**src/rtl/laplacian_sharpen_filter_assert.svh**
```systemverilog
// assertion macros for the laplacian sharpen filter
// no dependencies; included by the top level
`ifndef LAPLACIAN_SHARPEN_FILTER_ASSERT_SVH
`define LAPLACIAN_SHARPEN_FILTER_ASSERT_SVH

// same-cycle implication, checked on every rising edge out of reset
`define LSF_ASSERT_IMP(label, clk, rst_n, ante, cons) \
    label: assert property (@(posedge clk) disable iff (!rst_n) (ante) |-> (cons)) \
        else $error("lsf assertion failed");

// next-cycle implication
`define LSF_ASSERT_NXT(label, clk, rst_n, ante, cons) \
    label: assert property (@(posedge clk) disable iff (!rst_n) (ante) |=> (cons)) \
        else $error("lsf assertion failed");

`endif

```
**src/rtl/lsf_pkg.sv**
```systemverilog
// shared types, constants and the sharpen arithmetic for the laplacian sharpen filter
// no dependencies
package lsf_pkg;

    localparam int MAX_WIDTH  = 2048;
    localparam int MAX_HEIGHT = 4096;

    localparam int COL_W      = 11;
    localparam int ROW_W      = 12;
    localparam int WIDTH_W    = 12;
    localparam int HEIGHT_W   = 13;
    localparam int AMT_W      = 8;
    localparam int CH_W       = 8;
    localparam int PIX_W      = 3 * CH_W;
    localparam int CFG_IDX_W  = 2;
    localparam int CFG_DATA_W = 13;

    localparam logic [WIDTH_W-1:0]  WIDTH_RST  = 12'd640;
    localparam logic [HEIGHT_W-1:0] HEIGHT_RST = 13'd480;
    localparam logic [AMT_W-1:0]    AMT_RST    = 8'd16;

    typedef enum logic [CFG_IDX_W-1:0] {
        REG_IMAGE_WIDTH    = 2'd0,
        REG_IMAGE_HEIGHT   = 2'd1,
        REG_SHARPEN_AMOUNT = 2'd2
    } t_cfg_reg;

    typedef struct packed {
        logic [COL_W-1:0] col;
        logic [ROW_W-1:0] row;
    } t_pos;

    // centre and the north, south, west and east neighbours of the 3x3 window
    typedef struct packed {
        logic [PIX_W-1:0] north;
        logic [PIX_W-1:0] south;
        logic [PIX_W-1:0] west;
        logic [PIX_W-1:0] east;
        logic [PIX_W-1:0] centre;
    } t_cross;

    // ((64 + amt) * c - 16 * ring) / 16, floored, clamped to 0..255
    function automatic logic [CH_W-1:0] sharpen_chan(
        input logic [CH_W-1:0]  c,
        input logic [CH_W-1:0]  n,
        input logic [CH_W-1:0]  s,
        input logic [CH_W-1:0]  w,
        input logic [CH_W-1:0]  e,
        input logic [AMT_W-1:0] amt
    );
        logic [16:0] prod;
        logic [16:0] ring16;
        logic [9:0]  ring;
        logic [16:0] diff;
        logic [12:0] q;
        logic [CH_W-1:0] res;
        ring   = 10'(n) + 10'(s) + 10'(w) + 10'(e);
        ring16 = {3'b000, ring, 4'b0000};
        prod   = 17'({1'b0, amt} + 9'd64) * 17'(c);
        diff   = prod - ring16;
        q      = diff[16:4];
        if (prod < ring16) begin
            res = '0;
        end else if (q > 13'd255) begin
            res = 8'd255;
        end else begin
            res = q[CH_W-1:0];
        end
        return res;
    endfunction

    function automatic logic [CH_W-1:0] chan_of(input logic [PIX_W-1:0] px, input int unsigned k);
        return px[k*CH_W +: CH_W];
    endfunction

endpackage

```
**src/rtl/lsf_window.sv**
```systemverilog
// 3x3 sliding pixel window, shifted one column per pixel
// depends on lsf_pkg
module lsf_window (
    input  logic                      i_clk,
    input  logic                      i_rst_n,
    input  logic                      i_shift,
    input  logic [lsf_pkg::PIX_W-1:0] i_top,
    input  logic [lsf_pkg::PIX_W-1:0] i_mid,
    input  logic [lsf_pkg::PIX_W-1:0] i_cur,
    output lsf_pkg::t_cross           o_cross
);
    import lsf_pkg::*;

    logic [PIX_W-1:0] r_win [3][3];

    always_ff @(posedge i_clk) begin
        if (!i_rst_n) begin
            for (int r = 0; r < 3; r++) begin
                for (int c = 0; c < 3; c++) begin
                    r_win[r][c] <= '0;
                end
            end
        end else if (i_shift) begin
            for (int r = 0; r < 3; r++) begin
                r_win[r][0] <= r_win[r][1];
                r_win[r][1] <= r_win[r][2];
            end
            r_win[0][2] <= i_top;
            r_win[1][2] <= i_mid;
            r_win[2][2] <= i_cur;
        end
    end

    assign o_cross.north  = r_win[0][1];
    assign o_cross.south  = r_win[2][1];
    assign o_cross.west   = r_win[1][0];
    assign o_cross.east   = r_win[1][2];
    assign o_cross.centre = r_win[1][1];

endmodule
```
**config.mk**
```make
export PLATFORM = sky130hd
export DESIGN_NAME = lsf_window
export DESIGN_NICKNAME = d
export VERILOG_FILES = /design/src/rtl/laplacian_sharpen_filter_assert.svh /design/src/rtl/lsf_pkg.sv /design/src/rtl/lsf_window.sv
export SDC_FILE = /design/constraint.sdc
export NUM_CORES = 1
export LEC_CHECK = 0
export BUFFER_PORTS_ARGS = -buffer_cell sky130_fd_sc_hd__clkbuf_2
export CAP_MARGIN = 20
export CORE_ASPECT_RATIO = 0.75
export CORE_MARGIN = 10
export CORE_UTILIZATION = 40
export DETAILED_ROUTE_END_ITERATION = 8
export PLACE_DENSITY_LB_ADDON = 0.3
export SLEW_MARGIN = 20
export SYNTH_ARGS = -nofsm -noshare
export SYNTH_HDL_FRONTEND = slang
export SYNTH_SLANG_ARGS = --single-unit
```
**constraint.sdc**
```tcl
create_clock -name i_clk -period 6.5 [get_ports i_clk]
set_input_delay 0.65 -clock i_clk [delete_from_list [all_inputs] [get_ports i_clk]]
set_output_delay 0.65 -clock i_clk [all_outputs]
set_load 0.01 [all_outputs]
```
==> metrics.md, run 1 <==
| Metric | Value |
|---|---|
| Max-Cap Viols | `0` |
| I/O pin count | `between 150 and 200` |
| Detailed-route via count | `3,741` |
| Leakage power | `0.003968 uW` |
| PortBufs | `194` |
| Synth warn | `0` |
| WL/cell | `roughly 17 um` |
| Int Power | `2028 uW` |
| DIE HEIGHT | `roughly 140 um` |
| Sw frac | `0.2088` |
| Layout cells sized above 1 | `0.4004` |
| Post-CTS Resized | `0` |
| CTS sink count | `approximately 170` |
| Yosys reg bits | `between 150 and 200` |
| Sw power | `roughly 540 uW` |
| Cell row count | `42` |
| Commonest non-fill, non-tap cell in the layout | `clkbuf_2` |
| Total GRT Usage | `0.1158` |
| Routed WL | `13,900 um` |
| Reg power frac | `0.509` |
| Clock latency on the worst-skew pair | `420 ps` |
| Most Frequent Cell on Critical Path | `buf_4` |
| Maximum vdd drop | `190.8 uV` |
| Fin. max-slew vios | `0` |
| Die Area | `roughly 0.024 mm^2` |
| Tmin final | `2187 ps` |
| Clock Pin Slew Worst Setup and Hold Paths | `approximately 60 ps` |
| Clock Power Share | `0.422` |
| Initial antenna violation count | `0` |
| Setup CP Type | `in -> reg` |
| CTS Buffer Depth | `2` |
| Placed instance area | `approximately 0.0074 mm^2` |
| Area share of the largest cell type after synthesis | `0.7031` |
| Cts hold-fix bufs | `0` |
| ANT cells | `0` |
| CTS tree | `yes` |
| Slew @ Worst Pin | `1023 ps` |
| Syn_area_per_cell | `around 15 um^2` |
| Slew headroom | `0.3183` |
| Sequential share of the synthesized area | `0.7031` |
| Class of the most critical hold timing path | `in -> reg` |
| Crit end category | `flop` |
| Largest net degree at the start of global routing | `95` |
| DR DRC count | `0` |
| Root Buffer | `clkbuf_16` |
| Post-route ant nets | `0` |
| Largest Register | `r_win` |
| CP max-delay cell | `buf_4` |
| Core Util, Final | `0.4576` |
| Finish-stage setup viols | `0` |
| Nets | `between 600 and 700` |
| Period utilization | `0.3364` |
| Initial DRT Pass Iterations | `4` |
| Count of cell types in the netlist | `6` |
| Top Family by Delay on Critical Path | `buffers and inverters` |
| Max incr delay on CP | `roughly 800 ps` |
| Post-Syn Area | `around 0.0072 mm^2` |
| Max reg flops | `roughly 170` |
| Cell taking the most area after synthesis | `edfxtp_1` |
| H-tree lvl count | `4` |
| Post-synthesis cell count | `between 400 and 500` |
| First-pass GRT wire length | `roughly 22,000 um` |
| Status | `finished clean` |
| Starting Density | `0.4076` |
| Iter 0 DRT Violations | `between 300 and 400` |
| Layout area overhead | `12.28%` |
| WP buf/inv | `2` |
| Post-DP HPWL | `about 9400 um` |
| Top cells by area, synth | `edfxtp_1 (70%), and3_1 (15%), buf_4 (13%)` |
| Vias in the first global route | `3,865` |
| Clock skew | `6.115 ps` |
| Commonest cells after routing, fill and taps aside | `clkbuf_2 (192), and3_1 (168), edfxtp_1 (168)` |
| Final estimated routing congestion in global placement | `between 0.7 and 0.8` |
| Die Wd | `174.7 um` |
| Hold violation count in the final report | `0` |
| Core area | `around 0.018 mm^2` |
| CTS buffer count | `17` |
| Peak fanout along the critical path | `slightly above 80` |
| Fmax achieved | `0.4573 GHz` |
| RSZ-0062 raised after global routing | `false` |
| # Post-CTS Setup Buffers | `0` |
| Syn_nets | `approximately 570` |
| Post-DR vias/cell | `4.624` |
| Pwr Total | `approximately 2600 uW` |
| Setup_tns | `0 ps` |
| Power Density | `roughly 320 mW/mm^2` |
| Worst EP arrival | `2220 ps` |
| Grt total ovfl | `0` |
| Worst setup SP type | `input port` |
| Post-route cell area | `0.008056 mm^2` |
| Biggest regs | `r_win: 168 flops` |
| Worst EP required | `~6500 ps` |
| Combinational power share | `0.069` |
| Crit-path cells | `buf_4 > nand2b_4 > buf_4` |
| # fillers | `1,572` |
## cell type report
class | count | area (um^2) | share of cell area
multi-input cells | 169 | 1065 | 0.1322
well taps | 242 | 302.8 | 0.03758
repair buffers | 198 | 1010 | 0.1253
flip-flops and latches | 168 | 5045 | 0.6262
clock inverters | 13 | 201.4 | 0.02500
clock buffers | 19 | 432.9 | 0.05374
## metrics by stage
stage               hold slack (ps)  setup WS [ps]  cells
finish                        546.6           4313    809
global route                  531.4           4180    809
CTS                           523.6           4301    809
detailed placement            543.6           3834    777
global placement              535.5           3901    777
floorplan                     534.6           1093    493
## power by group through the flow
stage | registers, uW | clock network [uW] | logic [uW]
CTS | 1310 | 1100 | 182
floorplan | 1320 | 0 | 159
global placement | 1330 | 0 | 180
global route | 1310 | 1150 | 197
finish | 1310 | 1080 | 177
detailed placement | 1330 | 0 | 182
## per-layer routing
metal	wire length (um)	vias to the layer above	GRT usage
met4	254	0	0.04744
met2	6472	124	0.1712
met1	5900	1800	0.1427
met5	0	-	0
met3	1273	17	0.05626
li1	-	1800	-
## cells in the mapped netlist
cell type	count
and3_1	168
buf_2	24
buf_4	122
clkbuf_1	10
edfxtp_1	168
nand2b_1	1
## final timing paths
| path | start | end | slack, ps | depth (start not counted) |
|---|---|---|---|---|
| setup / recovery | i_shift | r_win[0][24] | 4310 | 3 |
| hold / removal | i_top[20] | r_win[0][20] | 550 | 2 |
| setup reg to reg | r_win[0][115] | r_win[0][139] | 5630 | 1 |
| hold reg to reg | r_win[0][156] | r_win[0][180] | 560 | 1 |
## cells by family after synthesis
family | synth area share
and+or+nand+nor | 0.1473
DFF | 0.7031
buffers and inverters | 0.1496
Note: power is estimated with default switching activity, not from simulation.
==> inputs of run 2 (changes only) <==
==> constraint.sdc (replaced) <==
create_clock -name i_clk -period 1.75 [get_ports i_clk]
set_input_delay 0.175 -clock i_clk [delete_from_list [all_inputs] [get_ports i_clk]]
set_output_delay 0.175 -clock i_clk [all_outputs]
set_load 0.01 [all_outputs]
==> metrics.md, run 2 (same netlist as run 1, synthesis figures left out) <==
| Metric | Value |
|---|---|
| Setup_tns | `0 ps (unchanged)` |
| Die Area | `0.02375 mm^2 (unchanged)` |
| Crit end category | `primary output` |
| Cell row count | `42 (unchanged)` |
| Initial antenna violation count | `0 (unchanged)` |
| Post-CTS Resized | `0 (unchanged)` |
| Nets | `636 (+1.1%)` |
| Status | `finished clean` |
| Tmin final | `roughly 1200 ps` |
| Starting Density | `0.4076 (unchanged)` |
| Die Wd | `174.7 um (unchanged)` |
| Post-DP HPWL | `10,120 um (+7.8%)` |
| Commonest cells after routing, fill and taps aside | `clkbuf_2 (192), and3_1 (168), edfxtp_1 (168)` |
| Total GRT Usage | `0.1225 (+0.006663)` |
| Leakage power | `0.004013 uW (+1.1%)` |
| Period utilization | `0.6746` |
| WL/cell | `17.81 um (+3.7%)` |
| # fillers | `1,553 (-1.2%)` |
| Largest Register | `r_win` |
| Routed WL | `14,520 um (+4.4%)` |
| Crit-path cells | `clkbuf_2` |
| Power Density | `1145 mW/mm^2 (+260%)` |
| Hold violation count in the final report | `0 (unchanged)` |
| First-pass GRT wire length | `22,870 um (+5.4%)` |
| Maximum vdd drop | `659.5 uV (+250%)` |
| Vias in the first global route | `3,952 (+2.3%)` |
| Clock skew | `5.993 ps (-0.1218 ps)` |
| Setup CP Type | `reg -> out` |
| Min Hold Slack | `68.29 ps (-478.3 ps)` |
| Grt total ovfl | `0 (unchanged)` |
| H-tree lvl count | `4 (unchanged)` |
| Worst EP arrival | `1010 ps (-1210 ps)` |
| CTS Buffer Depth | `2 (unchanged)` |
| Top Layer Used | `met4` |
| Fmax achieved | `0.8471 GHz` |
| WP buf/inv | `1 (-1)` |
| Slew headroom | `0.6752 (+0.3570)` |
| Core area | `0.01760 mm^2 (unchanged)` |
| Max-Cap Viols | `0 (unchanged)` |
| Met1 Routed Length | `6226 um (+5.5%)` |
| Slew @ Worst Pin | `487.1 ps (-535.4 ps)` |
| CTS buffer count | `17 (unchanged)` |
| Iter 0 DRT Violations | `224 (-36%)` |
| Post-DR vias/cell | `4.656 (+0.70%)` |
| Commonest non-fill, non-tap cell in the layout | `clkbuf_2` |
| Peak fanout along the critical path | `2 (-98%)` |
| Post-route ant nets | `0 (unchanged)` |
| ANT cells | `0 (unchanged)` |
| Largest net degree at the start of global routing | `98 (+3.2%)` |
| DIE HEIGHT | `136.0 um (unchanged)` |
| # Post-CTS Setup Buffers | `0 (unchanged)` |
| Detailed-route via count | `3,795 (+1.4%)` |
| Final estimated routing congestion in global placement | `0.7620 (+2.6%)` |
| CTS sink count | `168 (unchanged)` |
| Max reg flops | `168 (unchanged)` |
| Class of the most critical hold timing path | `in -> reg` |
| Layout area overhead | `13.57%` |
| CP max-delay cell | `edfxtp_1` |
| Finish-stage setup viols | `0 (unchanged)` |
| CTS tree | `yes` |
| Top Family by Delay on Critical Path | `flip-flops` |
| Cts hold-fix bufs | `0 (unchanged)` |
| Max incr delay on CP | `430 ps (-350 ps)` |
| Biggest regs | `r_win: 168 flops` |
| Fin. max-slew vios | `0 (unchanged)` |
| Worst setup SP type | `flop` |
| I/O pin count | `195 (unchanged)` |
| Initial DRT Pass Iterations | `4 (unchanged)` |
| Met3 Wirelength | `1171 um (-8.0%)` |
| Clock latency on the worst-skew pair | `420 ps (about the same)` |
| Clock Pin Slew Worst Setup and Hold Paths | `70 ps (about the same)` |
| Root Buffer | `clkbuf_16` |
| PortBufs | `194 (unchanged)` |
| DR DRC count | `0 (unchanged)` |
| RSZ-0062 raised after global routing | `false` |
| Layout cells sized above 1 | `0.4119 (+0.01151)` |
| Met2 WL post-DR | `6844 um (+5.7%)` |
| Worst EP required | `1570 ps (-4960 ps)` |
==> run 2: per-layer routing <==
layer	track usage	vias to the layer above
met4	0.05777	0
met1	0.1462	1833
met3	0.05238	14
li1	-	1822
met5	0	-
met2	0.1889	126
==> run 2: layout make-up <==
class / instances / area, um^2 / share of cell area
clock inverter: 14 / 177.7 / 0.02180
tap: 242 / 302.8 / 0.03716
multi-input combinational: 169 / 1065 / 0.1307
sequential: 168 / 5045 / 0.6191
clock buffer: 17 / 425.4 / 0.05220
timing repair buffer: 205 / 1134 / 0.1391
==> run 2: path summary, 6_finish.rpt <==
| check | from | to | slack [ps] | depth (start not counted) |
|---|---|---|---|---|
| min reg2reg | r_win[0][16] | r_win[0][40] | 560 | 1 |
| max reg2reg | r_win[0][91] | r_win[0][115] | 880 | 1 |
| min | i_top[21] | r_win[0][21] | 70 | 2 |
| max | r_win[0][94] | o_cross[46] | 570 | 1 |
==> run 2: stage by stage <==
step	std cells	utilization	instance area [um^2]	power, uW	worst slack, ps
6_report	815	0.4629	8149	9331	569.5
5_1_grt	815	0.4629	8149	9707	515.5
4_1_cts	815	0.4629	8149	9435	539.7
3_5_place_dp	784	0.4286	7546	5647	422.8
3_3_place_gp	784	0.4286	7546	5628	429.6
2_1_floorplan	493	-	7199	5487	-137.2
==> run 2: power breakdown <==
part           internal, uW  switching (uW)  leakage, uW
registers              4740            98.5      0.00184
logic                   287             416      0.00189
clock network          2250            1540     0.000288
==> inputs of run 3 (changes only) <==
--- a/config.mk
+++ b/config.mk
@@ -5,6 +5,7 @@
 export SDC_FILE = /design/constraint.sdc
 export NUM_CORES = 1
 export LEC_CHECK = 0
+export ABC_AREA = 1
 export BUFFER_PORTS_ARGS = -buffer_cell sky130_fd_sc_hd__clkbuf_2
 export CAP_MARGIN = 20
 export CORE_ASPECT_RATIO = 0.75
==> constraint.sdc (replaced) <==
create_clock -name i_clk -period 1.05 [get_ports i_clk]
set_input_delay 0.105 -clock i_clk [delete_from_list [all_inputs] [get_ports i_clk]]
set_output_delay 0.105 -clock i_clk [all_outputs]
set_load 0.01 [all_outputs]
==> metrics.md, run 3 <==
| Metric | Value |
|---|---|
| Top Family by Delay on Critical Path | `flip-flops` |
| Tmin final | `1117 ps` |
| Top cells by area, synth | `edfxtp_1 (69%), buf_4 (12%), inv_1 (8.7%)` |
| Count of cell types in the netlist | `7 (+1)` |
| DIE HEIGHT | `137.2 um (+0.88%)` |
| Sw power | `3585 uW (+75%)` |
| CTS tree | `yes` |
| Class of the most critical hold timing path | `in -> reg` |
| Combinational power share | `0.093 (+0.018)` |
| H-tree lvl count | `4 (unchanged)` |
| ANT cells | `0 (unchanged)` |
| Clock Power Share | `0.402 (-0.004)` |
| Synth warn | `0 (unchanged)` |
| Post-route ant nets | `0 (unchanged)` |
| Syn_nets | `720 (+27%)` |
| Period utilization | `1.064` |
| Routed WL | `14,320 um (-1.3%)` |
| Layout cells sized above 1 | `0.3106 (-0.1013)` |
| Most frequent cells after synthesis | `inv_1 (169), edfxtp_1 (168), nor2_1 (168), buf_4 (121), buf_2 (15)` |
| Detailed-route via count | `4,224 (+11%)` |
| Fmax achieved | `between 0.8 and 0.9 GHz` |
| Finish-stage setup viols | `59 (+59)` |
| Reg power frac | `0.505 (-0.014)` |
| DR DRC count | `0 (unchanged)` |
| Largest net degree at the start of global routing | `63 (-36%)` |
| Clock skew | `5.822 ps (-0.1703 ps)` |
| Post-DR vias/cell | `3.926 (-16%)` |
| Clock latency on the worst-skew pair | `420 ps (about the same)` |
| Crit end category | `primary output` |
| Iter 0 DRT Violations | `319 (+42%)` |
| Max incr delay on CP | `440 ps (about the same)` |
| Initial DRT Pass Iterations | `5 (+1)` |
| Int Power | `12,350 uW (+70%)` |
| Maximum vdd drop | `1164 uV (+76%)` |
| Clock Pin Slew Worst Setup and Hold Paths | `60 ps (about the same)` |
| RSZ-0062 raised after global routing | `true` |
| Initial antenna violation count | `0 (unchanged)` |
| Die Area | `0.02418 mm^2 (+1.8%)` |
| Commonest cells after routing, fill and taps aside | `clkbuf_2 (189), inv_1 (169), nor2_1 (168), edfxtp_1 (168), dlygate4sd3_1 (68)` |
| First-pass GRT wire length | `22,600 um (-1.2%)` |
| Worst r2r src | `r_win[0][72]` |
| Post-DP HPWL | `9771 um (-3.4%)` |
| Max reg flops | `168 (unchanged)` |
| I/O pin count | `195 (unchanged)` |
| Worst EP required | `940 ps (-630 ps)` |
| Largest Register | `r_win` |
| CTS buffer count | `17 (unchanged)` |
| Max-Cap Viols | `0 (unchanged)` |
| Nets | `896 (+41%)` |
| Commonest non-fill, non-tap cell in the layout | `clkbuf_2` |
| Status | `complete, but fails checks` |
| Most common cell in the synthesized netlist | `inv_1` |
| Slew headroom | `0.8195 (+0.1443)` |
| Post-synthesis cell count | `645 (+31%)` |
| WL/cell | `13.31 um (-25%)` |
| Worst EP arrival | `1010 ps (about the same)` |
| CP max-delay cell | `edfxtp_1` |
| Sequential share of the synthesized area | `0.6889 (-0.01417)` |
| WP buf/inv | `1 (unchanged)` |
| Syn_area_per_cell | `11.35 um^2 (-22%)` |
| Hold violation count in the final report | `0 (unchanged)` |
| Placed instance count | `957 (+22%)` |
| Die Wd | `176.2 um (+0.91%)` |
| Cell taking the most area after synthesis | `edfxtp_1` |
| Sw frac | `0.2250 (+0.004959)` |
| Crit-path cells | `clkbuf_2` |
| Root Buffer | `clkbuf_16` |
| Final estimated routing congestion in global placement | `0.7252 (-4.8%)` |
| PortBufs | `194 (unchanged)` |
| Power Density | `1726 mW/mm^2 (+51%)` |
| Ys flop type | `edfxtp_1` |
| Layout area overhead | `26.05%` |
| Worst setup margin | `-66.89 ps (-636.4 ps)` |
| Fin. max-slew vios | `0 (unchanged)` |
| Starting Density | `0.4111 (+0.003478)` |
| FFs w/ async S/R, synth | `0 (unchanged)` |
| Setup WS pre-CTS | `-5.667 ps (-428.5 ps)` |
| Slew @ Worst Pin | `270.7 ps (-216.4 ps)` |
| Setup CP Type | `reg -> out` |
| Vias in the first global route | `4,326 (+9.5%)` |
| Peak fanout along the critical path | `2 (unchanged)` |
| Core area | `0.01781 mm^2 (+1.2%)` |
| CTS Buffer Depth | `2 (unchanged)` |
| Final Non-Filler Cells | `1,076 (+32%)` |
| Setup_tns | `-1389 ps (-1389 ps)` |
| Post-synth EDFFs | `168 (unchanged)` |
| Worst setup SP type | `flop` |
| Hold Startpoint | `i_cur[3]` |
| Area share of the largest cell type after synthesis | `0.6889 (-0.01417)` |
| Total GRT Usage | `0.1199 (-0.002536)` |
| CTS sink count | `168 (unchanged)` |
| Biggest regs | `r_win: 168 flops` |
| Cell row count | `42 (unchanged)` |
| Post-Syn Area | `0.007323 mm^2 (+2.1%)` |
| Leakage power | `0.004470 uW (+11%)` |
| Yosys reg bits | `168 (unchanged)` |
| Worst setup path start | `r_win[0][118]` |
| Failing checks | `negative setup slack` |
| Min Hold Slack | `12.76 ps (-55.52 ps)` |
| Grt total ovfl | `0 (unchanged)` |
## run 3: cell count changes after synthesis, sizes merged
| cell | previous run | this run |
|---|---|---|
| clkbuf | 10 | 0 |
| nand2 | 0 | 2 |
| inv | 0 | 169 |
| nand2b | 1 | 0 |
| nor2 | 0 | 168 |
| and3 | 168 | 0 |
| buf | 146 | 138 |
## run 3: kinds of logic (layout without fill, tap and decap cells)
family | after synthesis | count (layout) | share of synthesized area
and+or+nand+nor | 170 | 170 | 0.08713
buffers and inverters | 307 | 496 | 0.2240
DFF | 168 | 168 | 0.6889
## run 3: power groups by stage
stage	sequential, uW	clock (uW)	combinational (uW)
after CTS	8060	6550	1450
final	8050	6400	1480
after global routing	8100	6860	1650
after global placement	8200	0	1200
after detailed placement	8200	0	1210
after floorplan	8140	0	992
## run 3: area by class of cell
cell class | count | area (um^2)
inverters | 169 | 634.4
fillers | 1563 | 8583
clock inverters | 14 | 171.4
multi-input cells | 170 | 661.9
flip-flops and latches | 168 | 5045
clock buffers | 18 | 429.2
repair buffers | 295 | 1987
well taps | 242 | 302.8
## run 3: repair_timing
item | in CTS | in global routing
hold buffers | 68 | 0
pin swaps | 0 | 0
buffers inserted | 8 | 11
resized for setup | 0 | 8
endpoints found under the setup margin | 95 | 119
endpoints found under the hold margin | 68 | 0
gates cloned | 0 | 0
## run 3: per-stage QoR
step                area, um^2  power [uW]  utilization
floorplan                 7340        9129            -
global placement          7795        9398       0.4376
detailed placement        7795        9417       0.4376
CTS                       9136       16060       0.5129
global route              9231       16610       0.5182
finish                    9231       15930       0.5182
## run 3: final timing paths
check | end | slack (ps) | cells after the start
max | o_cross[22] | -70 | 1
min | r_win[0][147] | 10 | 3
max reg2reg | r_win[0][96] | 30 | 4
min reg2reg | r_win[0][182] | 540 | 2
## run 3: layer usage
layer  part of all wire  wire length (um)  track usage  vias to the layer above
met5                  0                 0            0                        -
met4              0.013               188      0.04133                        0
met3              0.089              1279      0.05525                       13
met2               0.46              6642       0.1870                      140
met1               0.43              6213       0.1446                     1909
li1                   -                 -            -                     2162
