--- config.mk ---
export PLATFORM = sky130hd
export DESIGN_NAME = lsf_pos_ctr
export DESIGN_NICKNAME = d
export VERILOG_FILES = /design/src/rtl/laplacian_sharpen_filter_assert.svh /design/src/rtl/lsf_pkg.sv /design/src/rtl/lsf_pos_ctr.sv
export SDC_FILE = /design/constraint.sdc
export NUM_CORES = 1
export LEC_CHECK = 0
export BUFFER_PORTS_ARGS = -buffer_cell sky130_fd_sc_hd__buf_2
export CORE_MARGIN = 2
export CORE_UTILIZATION = 50
export CTS_CLUSTER_DIAMETER = 60
export DETAILED_ROUTE_END_ITERATION = 16
export PLACE_DENSITY = 0.82
export RECOVER_POWER = 25
export SKIP_CTS_REPAIR_TIMING = 1
export SLEW_MARGIN = 5
export SYNTH_ARGS = -nofsm -noshare
export SYNTH_HDL_FRONTEND = slang
export SYNTH_SLANG_ARGS = --single-unit
export TNS_END_PERCENT = 100
--- constraint.sdc ---
create_clock -name i_clk -period 7.65 [get_ports i_clk]
set_input_delay 1.53 -clock i_clk [delete_from_list [all_inputs] [get_ports i_clk]]
set_output_delay 1.53 -clock i_clk [all_outputs]
set_load 0.005 [all_outputs]
--- src/rtl/laplacian_sharpen_filter_assert.svh ---
// assertion macros for the laplacian sharpen filter
// no dependencies; included by the top level
`ifndef LAPLACIAN_SHARPEN_FILTER_ASSERT_SVH
`define LAPLACIAN_SHARPEN_FILTER_ASSERT_SVH

// same-cycle implication, checked on every rising edge out of reset
`define LSF_ASSERT_IMP(label, clk, rst_n, ante, cons) \
    label: assert property (@(posedge clk) disable iff (!rst_n) (ante) |-> (cons)) \
        else $error("lsf assertion failed");

// next-cycle implication
`define LSF_ASSERT_NXT(label, clk, rst_n, ante, cons) \
    label: assert property (@(posedge clk) disable iff (!rst_n) (ante) |=> (cons)) \
        else $error("lsf assertion failed");

`endif

--- src/rtl/lsf_pkg.sv ---
// shared types, constants and the sharpen arithmetic for the laplacian sharpen filter
// no dependencies
package lsf_pkg;

    localparam int MAX_WIDTH  = 2048;
    localparam int MAX_HEIGHT = 4096;

    localparam int COL_W      = 11;
    localparam int ROW_W      = 12;
    localparam int WIDTH_W    = 12;
    localparam int HEIGHT_W   = 13;
    localparam int AMT_W      = 8;
    localparam int CH_W       = 8;
    localparam int PIX_W      = 3 * CH_W;
    localparam int CFG_IDX_W  = 2;
    localparam int CFG_DATA_W = 13;

    localparam logic [WIDTH_W-1:0]  WIDTH_RST  = 12'd640;
    localparam logic [HEIGHT_W-1:0] HEIGHT_RST = 13'd480;
    localparam logic [AMT_W-1:0]    AMT_RST    = 8'd16;

    typedef enum logic [CFG_IDX_W-1:0] {
        REG_IMAGE_WIDTH    = 2'd0,
        REG_IMAGE_HEIGHT   = 2'd1,
        REG_SHARPEN_AMOUNT = 2'd2
    } t_cfg_reg;

    typedef struct packed {
        logic [COL_W-1:0] col;
        logic [ROW_W-1:0] row;
    } t_pos;

    // centre and the north, south, west and east neighbours of the 3x3 window
    typedef struct packed {
        logic [PIX_W-1:0] north;
        logic [PIX_W-1:0] south;
        logic [PIX_W-1:0] west;
        logic [PIX_W-1:0] east;
        logic [PIX_W-1:0] centre;
    } t_cross;

    // ((64 + amt) * c - 16 * ring) / 16, floored, clamped to 0..255
    function automatic logic [CH_W-1:0] sharpen_chan(
        input logic [CH_W-1:0]  c,
        input logic [CH_W-1:0]  n,
        input logic [CH_W-1:0]  s,
        input logic [CH_W-1:0]  w,
        input logic [CH_W-1:0]  e,
        input logic [AMT_W-1:0] amt
    );
        logic [16:0] prod;
        logic [16:0] ring16;
        logic [9:0]  ring;
        logic [16:0] diff;
        logic [12:0] q;
        logic [CH_W-1:0] res;
        ring   = 10'(n) + 10'(s) + 10'(w) + 10'(e);
        ring16 = {3'b000, ring, 4'b0000};
        prod   = 17'({1'b0, amt} + 9'd64) * 17'(c);
        diff   = prod - ring16;
        q      = diff[16:4];
        if (prod < ring16) begin
            res = '0;
        end else if (q > 13'd255) begin
            res = 8'd255;
        end else begin
            res = q[CH_W-1:0];
        end
        return res;
    endfunction

    function automatic logic [CH_W-1:0] chan_of(input logic [PIX_W-1:0] px, input int unsigned k);
        return px[k*CH_W +: CH_W];
    endfunction

endpackage

--- src/rtl/lsf_pos_ctr.sv ---
// column and row position of the incoming pixel within its frame
// depends on lsf_pkg
module lsf_pos_ctr (
    input  logic                         i_clk,
    input  logic                         i_rst_n,
    input  logic                         i_accept,
    input  logic                         i_frame_start,
    input  logic [lsf_pkg::WIDTH_W-1:0]  i_image_width,
    input  logic [lsf_pkg::HEIGHT_W-1:0] i_image_height,
    output lsf_pkg::t_pos                o_pos
);
    import lsf_pkg::*;

    logic [COL_W-1:0]    r_col;
    logic [ROW_W-1:0]    r_row;
    logic [COL_W-1:0]    n_col;
    logic [ROW_W-1:0]    n_row;
    logic [WIDTH_W-1:0]  w_eff;
    logic [HEIGHT_W-1:0] h_eff;
    logic [COL_W-1:0]    x;
    logic [ROW_W-1:0]    y;
    logic                col_last;
    logic                row_last;

    // zero reads as one, oversize saturates
    always_comb begin
        if (i_image_width == '0) begin
            w_eff = WIDTH_W'(1);
        end else if (i_image_width > WIDTH_W'(MAX_WIDTH)) begin
            w_eff = WIDTH_W'(MAX_WIDTH);
        end else begin
            w_eff = i_image_width;
        end
        if (i_image_height == '0) begin
            h_eff = HEIGHT_W'(1);
        end else if (i_image_height > HEIGHT_W'(MAX_HEIGHT)) begin
            h_eff = HEIGHT_W'(MAX_HEIGHT);
        end else begin
            h_eff = i_image_height;
        end
    end

    assign x        = i_frame_start ? '0 : r_col;
    assign y        = i_frame_start ? '0 : r_row;
    assign col_last = ({1'b0, x} + WIDTH_W'(1)) >= w_eff;
    assign row_last = ({1'b0, y} + HEIGHT_W'(1)) >= h_eff;

    always_comb begin
        if (col_last) begin
            n_col = '0;
            n_row = row_last ? '0 : y + ROW_W'(1);
        end else begin
            n_col = x + COL_W'(1);
            n_row = y;
        end
    end

    always_ff @(posedge i_clk) begin
        if (!i_rst_n) begin
            r_col <= '0;
            r_row <= '0;
        end else if (i_accept) begin
            r_col <= n_col;
            r_row <= n_row;
        end
    end

    assign o_pos.col = x;
    assign o_pos.row = y;

endmodule

==> flow_metrics.py, run 1 <==
metrics = {
    "timing": {
        "setup_viol": 0,
        "fmax_ghz": 0.182,
        "rsz0062_at_grt": "no",
        "final.min_clock_period_ps": 5500,
        "skew_ps": 11.4,
        "drv_slew": 0,
        "final.period_utilization_pct": 71.9,
        "finalHoldViolations": 0,
        "slew_headroom_pct": 7.37,
        "setup_ws_ps": 2150,
        "final.setup.tns_ps": 0,
        "worst_slew_pin_slew_ps": 1390,
    },
    "route": {
        "drt-vias-per-instance": 5.55,
        "vias": 1975,
        "drtAntennaViolNets": 0,
        "first_pass_iters": 4,
        "drc_errors": 0,
        "wl_per_cell_um": 12.9,
        "wl_mm": 4.61,
        "drt_iter0_drc": 174,
    },
    "worst_setup_path": {
        "worst_path_max_delay_cell": "clkbuf_1",
        "crit_arrival_ps": 5650,
        "cp-end-kind": "flip-flop",
        "path_cells": "clkbuf_1 -> nor2b_1 -> ha_1 -> and3_1 -> and3_1 -> and3_1 -> and3_1 -> and3_1 -> ha_1 -> nand4_1 -> a2111o_1 -> and4_1 -> a22o_1",
        "crit_type": "primary input to flip-flop",
        "cp_max_fo": 36,
        "critPathMaxStageDelay_ps": 990,
        "cp_data_required_time_ps": 7800,
        "worstSetupStartpointType": "primary input",
        "crit_top_cell": "and3_1",
    },
    "run": {
        "maxCapViolations": 0,
    },
    "global_route": {
        "grt_pass1_wl_mm": 7.76,
        "grt.total_usage_pct": 21.8,
        "antenna_found_initial": 0,
        "grt_pass1_vias": 1799,
        "globalRouteOverflowTotal": 0,
        "grt_max_degree": 37,
    },
    "clock_network": {
        "cts_sinks": 23,
        "cts.htree.levels": 1,
        "cts_tree": "built",
        "path_clk_slew_ps": 70,
        "cts_made_buffers": 3,
        "worst_skew_pair.late_latency_ps": 270,
        "cts_buffer_depth": 2,
        "clockRootBuffer": "clkbuf_8",
    },
    "die": {
        "start_util_pct": 51.2,
        "num_io_pins": 52,
        "core_area_mm2": 0.00394,
        "num_rows": 23,
        "dieArea_mm2": 0.00456,
        "die_h_um": 67.6,
        "die_w_um": 67.6,
    },
    "placed_design": {
        "hpwlAfterDp_mm": 3.69,
        "io_buffers": 51,
        "gp_congestion": 0.904,
        "dp_slack_ps": 2560,
    },
    "logic_synthesis": {
        "yosysWarnings": 0,
        "ys_seq_area_share_pct": 22.8,
        "yosys-top-cells-area": "dfxtp_1 23%, ha_1 17%, nand2_1 7.2%",
        "yosysTopAreaCell": "dfxtp_1",
        "synth_nets": 317,
        "yosysTopAreaCellShare_pct": 22.8,
        "syn-instance-count": 261,
        "synth.ff_latch_count": 23,
        "avgSynthCellArea_um2": 7.74,
        "synth_cell_type_count": 38,
        "syn_area_mm2": 0.00202,
    },
    "status": {
        "outcome": "finished, final reports clean",
    },
    "pwr": {
        "switchingPower_mw": 0.0621,
        "netSwitchingFraction_pct": 26.6,
        "peakVddDrop_v": 0.0000944,
        "p_int_mw": 0.172,
        "p_leak_nw": 1.15,
        "pwr-share-comb_pct": 15.9,
        "p_seq_share_pct": 51.8,
        "clkPwrFrac_pct": 32.3,
        "power.density_mw_per_mm2": 100,
    },
    "cells_and_area": {
        "antenna_cells": 0,
        "num-nets-final": 363,
        "final_common_cell": "buf_2",
        "mostFrequentLayoutCells": "40 x buf_2, 39 x nand2_1, 27 x ha_1",
        "drive_gt1_share_pct": 17.0,
        "area_growth_pct": 15.7,
    },
    "worst_hold_path": {
        "min_path_type": "flip-flop to flip-flop",
    },
}
## final timing paths
path,from,end,slack [ps],cells after the start
max,i_frame_start,r_row[11],2150,13
min,r_col[10],r_col[10],460,2
min reg2reg,r_col[10],r_col[10],460,2
max reg2reg,r_col[0],r_row[11],3950,12
## through the flow
stage | cells | power, mW | cell area, µm² | utilization [%] | hold WS (ps)
3_5_place_dp | 352 | 0.161 | 2300 | 58.3 | 453
5_1_grt | 356 | 0.245 | 2340 | 59.3 | 479
6_report | 356 | 0.234 | 2340 | 59.3 | 463
4_1_cts | 356 | 0.234 | 2340 | 59.5 | 464
2_1_floorplan | 261 | 0.147 | 2020 | - | 434
3_3_place_gp | 352 | 0.160 | 2300 | 58.3 | 451
## cells by family (layout without fill, tap and decap cells)
logic type | after synthesis | in the layout | synth area share [%]
buffers and inverters | 17 | 62 | 3.41
adder cells (fa/ha/maj) | 27 | 27 | 16.7
XOR/XNOR | 18 | 18 | 7.81
AO/OA/AOI/OAI | 48 | 48 | 16.0
flip-flops | 23 | 23 | 22.8
AND/OR/NAND/NOR | 128 | 128 | 33.2
## worst max-delay path, delay by kind of cell
| kind | cells | cell delay [ps] |
|---|---|---|
| AND/OR/NAND/NOR | 8 | 1740 |
| buffers and inverters | 1 | 990 |
| AO/OA/AOI/OAI | 2 | 740 |
| adder cells (fa/ha/maj) | 2 | 650 |
## final cells by class
class / count / area, µm²
flip-flops and latches: 23 / 460
well taps: 50 / 62.6
clock buffers: 3 / 41.3
multi-input cells: 221 / 1490
clock inverters: 1 / 5.00
repair buffers: 52 / 254
inverters: 6 / 22.5
fillers: 378 / 1610
## flip-flops by register name, summed over array words and instances, names as in the netlist
signal and flops:
r_row 12, r_col 11
## layer usage
layer	global-route usage, %	part of all wire [%]	vias up
met5	0	0	-
met4	5.87	0.69	0
met3	3.50	3.5	6
met2	34.9	45	44
met1	30.2	51	892
li1	-	-	1033
## power by group through the flow
stage          clock network, mW  logic, mW  registers, mW
2_1_floorplan                  0     0.0234          0.124
5_1_grt                   0.0812     0.0426          0.121
3_5_place_dp                   0     0.0370          0.124
3_3_place_gp                   0     0.0362          0.124
4_1_cts                   0.0755     0.0373          0.121
6_report                  0.0755     0.0372          0.121
## Yosys cell counts
library cell and instances:
a21oi_2 1, a21oi_1 19, ha_1 27, and3_1 9
nand3_1 20, o21ai_0 3, nor4_1 5, nor2_1 14
nand3b_1 2, nor3b_1 1, a21o_1 1, and4_1 2
xor2_1 12, xnor2_1 6, nand4b_1 1, o221ai_1 1
inv_1 6, a2111o_1 1, nand4_1 2, nand2b_4 1
a31oi_1 5, clkbuf_1 7, and2b_1 2, nand2_1 39
and4b_1 1, a211o_1 2, a22oi_1 1, nand2b_1 3
dfxtp_1 23, o2111a_1 1, nor3_1 2, nor2b_1 21
or4_4 1, o22ai_1 1, buf_2 4, a211oi_1 1
or3_1 2, a22o_1 11
Note: power is estimated with default switching activity, not from simulation.
==> run 2: changes to the inputs <==
--- a/config.mk
+++ b/config.mk
@@ -5,12 +5,13 @@
 export SDC_FILE = /design/constraint.sdc
 export NUM_CORES = 1
 export LEC_CHECK = 0
+export ABC_AREA = 1
 export BUFFER_PORTS_ARGS = -buffer_cell sky130_fd_sc_hd__buf_2
 export CORE_MARGIN = 2
 export CORE_UTILIZATION = 50
 export CTS_CLUSTER_DIAMETER = 60
 export DETAILED_ROUTE_END_ITERATION = 16
-export PLACE_DENSITY = 0.82
+export PLACE_DENSITY = 0.83
 export RECOVER_POWER = 25
 export SKIP_CTS_REPAIR_TIMING = 1
 export SLEW_MARGIN = 5
==> constraint.sdc (replaced) <==
create_clock -name i_clk -period 4.85 [get_ports i_clk]
set_input_delay 0.97 -clock i_clk [delete_from_list [all_inputs] [get_ports i_clk]]
set_output_delay 0.97 -clock i_clk [all_outputs]
set_load 0.005 [all_outputs]
==> run 2 against run 1 <==
Effect of this change:
- global-route usage increased by 3.7 points
- cell area increased by 23%
- setup slack got worse by 1400 ps
- non-clock buffer count increased by 3
- power increased by 67%
- register-to-register slack got worse by 2700 ps
- area after synthesis increased by 27%
- die area increased by 25%
- utilization decreased by 2.1 points
- critical endpoint is now r_col[0]
==> flow_metrics.py, run 2 <==
metrics = {
    "run": {
        "maxCapViolations": 0,
    },
    "logic_synthesis": {
        "synth-main-ff-cell": "dfxtp_1",
        "synth.ff_latch_count": 23,
        "yosys-top-cells-area": "nand2_1 20%, dfxtp_1 18%, ha_1 13%",
        "synth_nets": 473,
        "synth_cell_type_count": 30,
        "synthMostInstantiatedCell": "nand2_1",
        "yosysTopAreaCellShare_pct": 19.6,
        "syn-instance-count": 417,
        "yosysTopAreaCell": "nand2_1",
        "ys_async_sr_fraction_pct": 0,
        "avgSynthCellArea_um2": 6.14,
        "yosys-top-cells-count": "134 x nand2_1, 61 x inv_1, 32 x a21oi_1, 31 x nand4_1, 27 x ha_1",
        "yosysWarnings": 0,
        "synth_edf_count": 0,
        "syn_area_mm2": 0.00256,
        "ys_seq_area_share_pct": 18.0,
    },
    "placed_design": {
        "place_area_mm2": 0.00285,
        "gp_congestion": 0.939,
        "io_buffers": 51,
        "dp_slack_ps": 441,
        "hpwlAfterDp_mm": 5.33,
    },
    "die": {
        "core_area_mm2": 0.00501,
        "num_rows": 26,
        "start_util_pct": 51.1,
        "dieArea_mm2": 0.00571,
        "num_io_pins": 52,
        "die_w_um": 75.6,
        "die_h_um": 75.6,
    },
    "worst_setup_path": {
        "reg2reg_depth": 17,
        "cp_max_fo": 20,
        "cp_data_required_time_ps": 5050,
        "crit_top_cell": "nand2_1",
        "r2r_end": "r_col[0]",
        "path_cells": "buf_2 -> inv_2 -> nand2_1 -> inv_1 -> nand2_1 -> nor2_1 -> nand2_1 -> xor2_1 -> ha_1 -> nand2_1 -> nor2_1 -> and2_1 -> nand2_1 -> nand4_2 -> nor2_1 -> buf_4 -> o21ai_0 -> a21oi_1",
        "crit_buf_inv": 4,
        "critPathTopFamily": "simple AND/OR/NAND/NOR gates",
        "reg2reg_setup_slack_ps": 1280,
        "cp-end-kind": "flip-flop",
        "critPathMaxStageDelay_ps": 370,
        "crit_arrival_ps": 4340,
        "worst_path_max_delay_cell": "nand4_2",
        "crit_type": "primary input to flip-flop",
        "worstSetupStartpointType": "primary input",
        "regToRegStartpoint": "r_col[0]",
    },
    "pwr": {
        "peakVddDrop_v": 0.0000872,
        "finalPower_mw": 0.391,
        "p_leak_nw": 1.44,
        "power.density_mw_per_mm2": 136,
    },
    "route": {
        "drt_iter0_drc": 228,
        "wl_per_cell_um": 12.6,
        "drtAntennaViolNets": 0,
        "first_pass_iters": 5,
        "wl_mm": 6.69,
        "vias": 2796,
        "drc_errors": 0,
        "drt-vias-per-instance": 5.27,
    },
    "cells_and_area": {
        "area_growth_pct": 11.9,
        "nFillCells": 530,
        "reg_top3": "r_row x12, r_col x11",
        "num-nets-final": 518,
        "mostFrequentLayoutCells": "134 x nand2_1, 61 x inv_1, 47 x buf_2",
        "antenna_cells": 0,
        "final_common_cell": "nand2_1",
        "drive_gt1_share_pct": 17.4,
        "largest_register": "r_row",
        "largest_register_ffs": 12,
        "fin_area_mm2": 0.00287,
    },
    "worst_hold_path": {
        "min_path_type": "flip-flop to flip-flop",
        "whs_path_depth": 2,
        "min_to": "r_col[7]",
        "worst_hold_startpoint": "r_col[7]",
    },
    "timing": {
        "setup_ws_ps": 713,
        "setup_viol": 0,
        "skew_ps": 3.98,
        "worst_slew_pin_slew_ps": 776,
        "hold_ws_ps": 472,
        "finalHoldViolations": 0,
        "slew_headroom_pct": 48.2,
        "rsz0062_at_grt": "no",
        "final.min_clock_period_ps": 4140,
        "final.setup.tns_ps": 0,
        "drv_slew": 0,
        "fmax_ghz": 0.242,
        "final.period_utilization_pct": 85.3,
    },
    "clock_network": {
        "cts_sinks": 23,
        "path_clk_slew_ps": 100,
        "cts.htree.levels": 1,
        "cts_made_buffers": 3,
        "cts_buffer_depth": 2,
        "cts_tree": "built",
        "worst_skew_pair.late_latency_ps": 270,
        "clockRootBuffer": "clkbuf_8",
    },
    "global_route": {
        "met1_usage_pct": 34.1,
        "grt_util_met2_pct": 41.6,
        "grt_most_used_layer": "met2",
        "met3_usage_pct": 4.10,
        "antenna_found_initial": 0,
        "grt_pass1_vias": 2557,
        "grt.total_usage_pct": 25.5,
        "globalRouteOverflowTotal": 0,
        "grt_pass1_wl_mm": 11.3,
        "grt_max_degree": 26,
    },
    "status": {
        "outcome": "finished, final reports clean",
    },
}
-- run 2: cell types whose count changed after synthesis, sizes merged, moves of 5 or more --
cell,previous run,this run
a22o,11,0
nand4,2,32
and3,9,0
nor2b,21,0
nor2,14,35
a31oi,5,0
a21oi,20,32
inv,6,66
nand2,39,140
-- run 2: layer usage --
metal | wire, µm | vias up | share of wire [%]
met3 | 493 | 11 | 7.4
met2 | 3130 | 108 | 47
li1 | - | 1430 | -
met5 | 0 | - | 0
met1 | 2990 | 1247 | 45
met4 | 83 | 0 | 1.2
-- run 2: cells by family after synthesis --
group	synth area share, %
compound gates	7.04
fa+ha+maj	13.2
flops	18.0
buf+inv	13.1
xor+xnor	4.64
simple gates	44.0
-- run 2: final cells by class --
cell class	count	area, µm²	share of cell area, %
Sequential cell	23	460	16.1
Tap cell	70	87.6	3.06
Multi-Input combinational cell	313	1740	60.7
Clock inverter	1	7.51	0.262
Timing Repair Buffer	55	282	9.83
Inverter	66	248	8.65
Clock buffer	3	41.3	1.44
-- run 2: power breakdown --
group,switching (mW),internal (mW)
clock network,0.0728,0.0584
registers,0.000958,0.190
logic,0.0450,0.0240
total,0.119,0.272
-- run 2: worst max path at each step --
| stage | startpoint | end | slack, ps | cells past startpoint |
|---|---|---|---|---|
| 6_report | i_frame_start | r_col[0] | 710 | 18 |
| 5_1_grt | i_frame_start | r_col[5] | 470 | 18 |
| 4_1_cts | i_frame_start | r_col[0] | 730 | 18 |
| 3_5_place_dp | i_frame_start | r_col[0] | 440 | 18 |
| 3_3_place_gp | i_frame_start | r_col[0] | 580 | 18 |
| 2_1_floorplan | i_frame_start | r_row[10] | 1470 | 14 |
-- run 2: tightest hold or removal path: stages (launching register included) --
cell,delay [ps]
dfxtp_1,320
nand2_1,60
a21oi_1,50
-- run 2: through the flow --
| stage | utilization [%] | cells |
|---|---|---|
| 3_5_place_dp | 56.8 | 527 |
| 5_1_grt | 57.2 | 531 |
| 3_3_place_gp | 56.8 | 527 |
| 4_1_cts | 57.8 | 531 |
| 2_1_floorplan | - | 417 |
| 6_report | 57.2 | 531 |
==> run 3: changes to the inputs <==
--- a/config.mk
+++ b/config.mk
@@ -6,13 +6,12 @@
 export NUM_CORES = 1
 export LEC_CHECK = 0
 export ABC_AREA = 1
-export BUFFER_PORTS_ARGS = -buffer_cell sky130_fd_sc_hd__buf_2
 export CORE_MARGIN = 2
 export CORE_UTILIZATION = 50
 export CTS_CLUSTER_DIAMETER = 60
 export DETAILED_ROUTE_END_ITERATION = 16
-export PLACE_DENSITY = 0.83
-export RECOVER_POWER = 25
+export DONT_BUFFER_PORTS = 1
+export PLACE_DENSITY = 0.74
 export SKIP_CTS_REPAIR_TIMING = 1
 export SLEW_MARGIN = 5
 export SYNTH_ARGS = -nofsm -noshare
==> run 3 against run 2 <==
Effect of this change:
- clock skew barely moved
- first-iteration DRC count is 11% higher
- critical path type unchanged
- largest power group unchanged
- utilization down 4.7 points
- maximum frequency increased by 9.2%
==> flow_metrics.py, run 3 (synthesized netlist as in run 2, its figures left out) <==
metrics = {
    "placed_design": {
        "gp_congestion": 0.893,
        "dp_slack_ps": 824,
        "placed_cells_incl_taps": 475,
        "hpwlAfterDp_mm": 5.12,
        "io_buffers": 0,
    },
    "cells_and_area": {
        "final_common_cell": "nand2_1",
        "num-nets-final": 466,
        "drive_gt1_share_pct": 9.05,
        "area_growth_pct": 2.69,
        "mostFrequentLayoutCells": "134 x nand2_1, 61 x inv_1, 32 x a21oi_1",
        "nFillCells": 545,
        "antenna_cells": 0,
        "largest_register": "r_row",
        "reg_top3": "r_row x12, r_col x11",
        "finalNonFillerCells": 479,
        "largest_register_ffs": 12,
    },
    "timing": {
        "finalHoldViolations": 0,
        "skew_ps": 4.26,
        "drv_slew": 0,
        "final.setup.tns_ps": 0,
        "setup_viol": 0,
        "slew_headroom_pct": 43.4,
        "worst_slew_pin_slew_ps": 848,
        "final.period_utilization_pct": 78.1,
        "rsz0062_at_grt": "no",
        "setup_ws_ps": 1060,
        "fmax_ghz": 0.264,
        "final.min_clock_period_ps": 3790,
    },
    "clock_network": {
        "path_clk_slew_ps": 90,
        "cts_buffer_depth": 2,
        "worst_skew_pair.late_latency_ps": 260,
        "cts.htree.levels": 1,
        "cts_tree": "built",
        "cts_made_buffers": 3,
        "clockRootBuffer": "clkbuf_8",
        "cts_sinks": 23,
    },
    "global_route": {
        "globalRouteOverflowTotal": 0,
        "grt_pass1_wl_mm": 10.5,
        "grt_max_degree": 26,
        "grt_pass1_vias": 2285,
        "grt.total_usage_pct": 23.5,
        "antenna_found_initial": 0,
    },
    "worst_setup_path": {
        "crit_type": "primary input to flip-flop",
        "crit_arrival_ps": 3970,
        "cp-end-kind": "flip-flop",
        "worst_path_max_delay_cell": "nand4_2",
        "reg2reg_depth": 17,
        "worstSetupStartpointType": "primary input",
        "path_cells": "nor2_1 -> ha_1 -> nand3_1 -> nor3_2 -> xor2_1 -> inv_2 -> ha_1 -> nand2_1 -> nor2_1 -> and2_1 -> nand2_1 -> nand4_2 -> nor2_1 -> buf_4 -> nand2_1 -> a21oi_1",
        "cp_max_fo": 14,
        "cp_data_required_time_ps": 5030,
        "critPathMaxStageDelay_ps": 390,
    },
    "die": {
        "core_area_mm2": 0.00501,
        "dieArea_mm2": 0.00571,
        "die_w_um": 75.6,
        "num_rows": 26,
        "num_io_pins": 52,
        "die_h_um": 75.6,
        "start_util_pct": 51.1,
    },
    "route": {
        "first_pass_iters": 4,
        "drt_iter0_drc": 254,
        "drt-vias-per-instance": 5.30,
        "wl_mm": 6.39,
        "drc_errors": 0,
        "drtAntennaViolNets": 0,
        "wl_per_cell_um": 13.3,
        "vias": 2541,
    },
    "run": {
        "maxCapViolations": 0,
    },
    "pwr": {
        "p_leak_nw": 1.21,
        "power.density_mw_per_mm2": 139,
        "peakVddDrop_v": 0.000119,
        "finalPower_mw": 0.366,
    },
    "worst_hold_path": {
        "min_path_type": "flip-flop to flip-flop",
        "whs_path_depth": 2,
    },
    "status": {
        "outcome": "finished, final reports clean",
    },
}
## run 3: layer usage
metal	global-route usage, %	vias to the layer above	share of wire, %
met5	0	-	0
met4	5.85	0	1.3
met3	3.57	6	7.9
met2	37.3	75	45
met1	33.4	1136	46
li1	-	1324	-
## run 3: area by class of cell
cell class                 instances  area [µm²]  area share (%)
multi-input combinational        313        1760            67.1
sequential                        23         460            17.5
inverter                          66         248            9.42
tap                               70        87.6            3.33
clock buffer                       3        41.3            1.57
timing repair buffer               3        22.5           0.857
clock inverter                     1        5.00           0.190
## run 3: path summary, 6_finish.rpt
kind                   end  slack, ps     startpoint
setup / recovery  r_col[5]       1060  i_frame_start
hold / removal    r_col[1]        470       r_col[1]
setup reg to reg  r_col[5]       1340       r_col[0]
hold reg to reg   r_col[1]        470       r_col[1]
## run 3: critical path, delay by kind of cell
family	cells	cell delay (ps)
buffers and inverters	2	260
adder cells (fa/ha/maj)	2	590
XOR/XNOR	1	190
AO/OA/AOI/OAI	1	140
AND/OR/NAND/NOR	10	1830
## run 3: through the flow
step	hold WS, ps	area [µm²]	util, %
after detailed placement	456	2580	51.5
after global routing	507	2630	52.5
after floorplan	445	2560	-
after CTS	469	2630	52.5
final	470	2630	52.5
after global placement	453	2580	51.5
## run 3: where the power goes
group	leakage, nW	switching (mW)	internal [mW]	total (mW)
registers	0.186	0.000959	0.190	0.191
logic	1.00	0.0368	0.0164	0.0533
clock network	0.0255	0.0650	0.0573	0.122
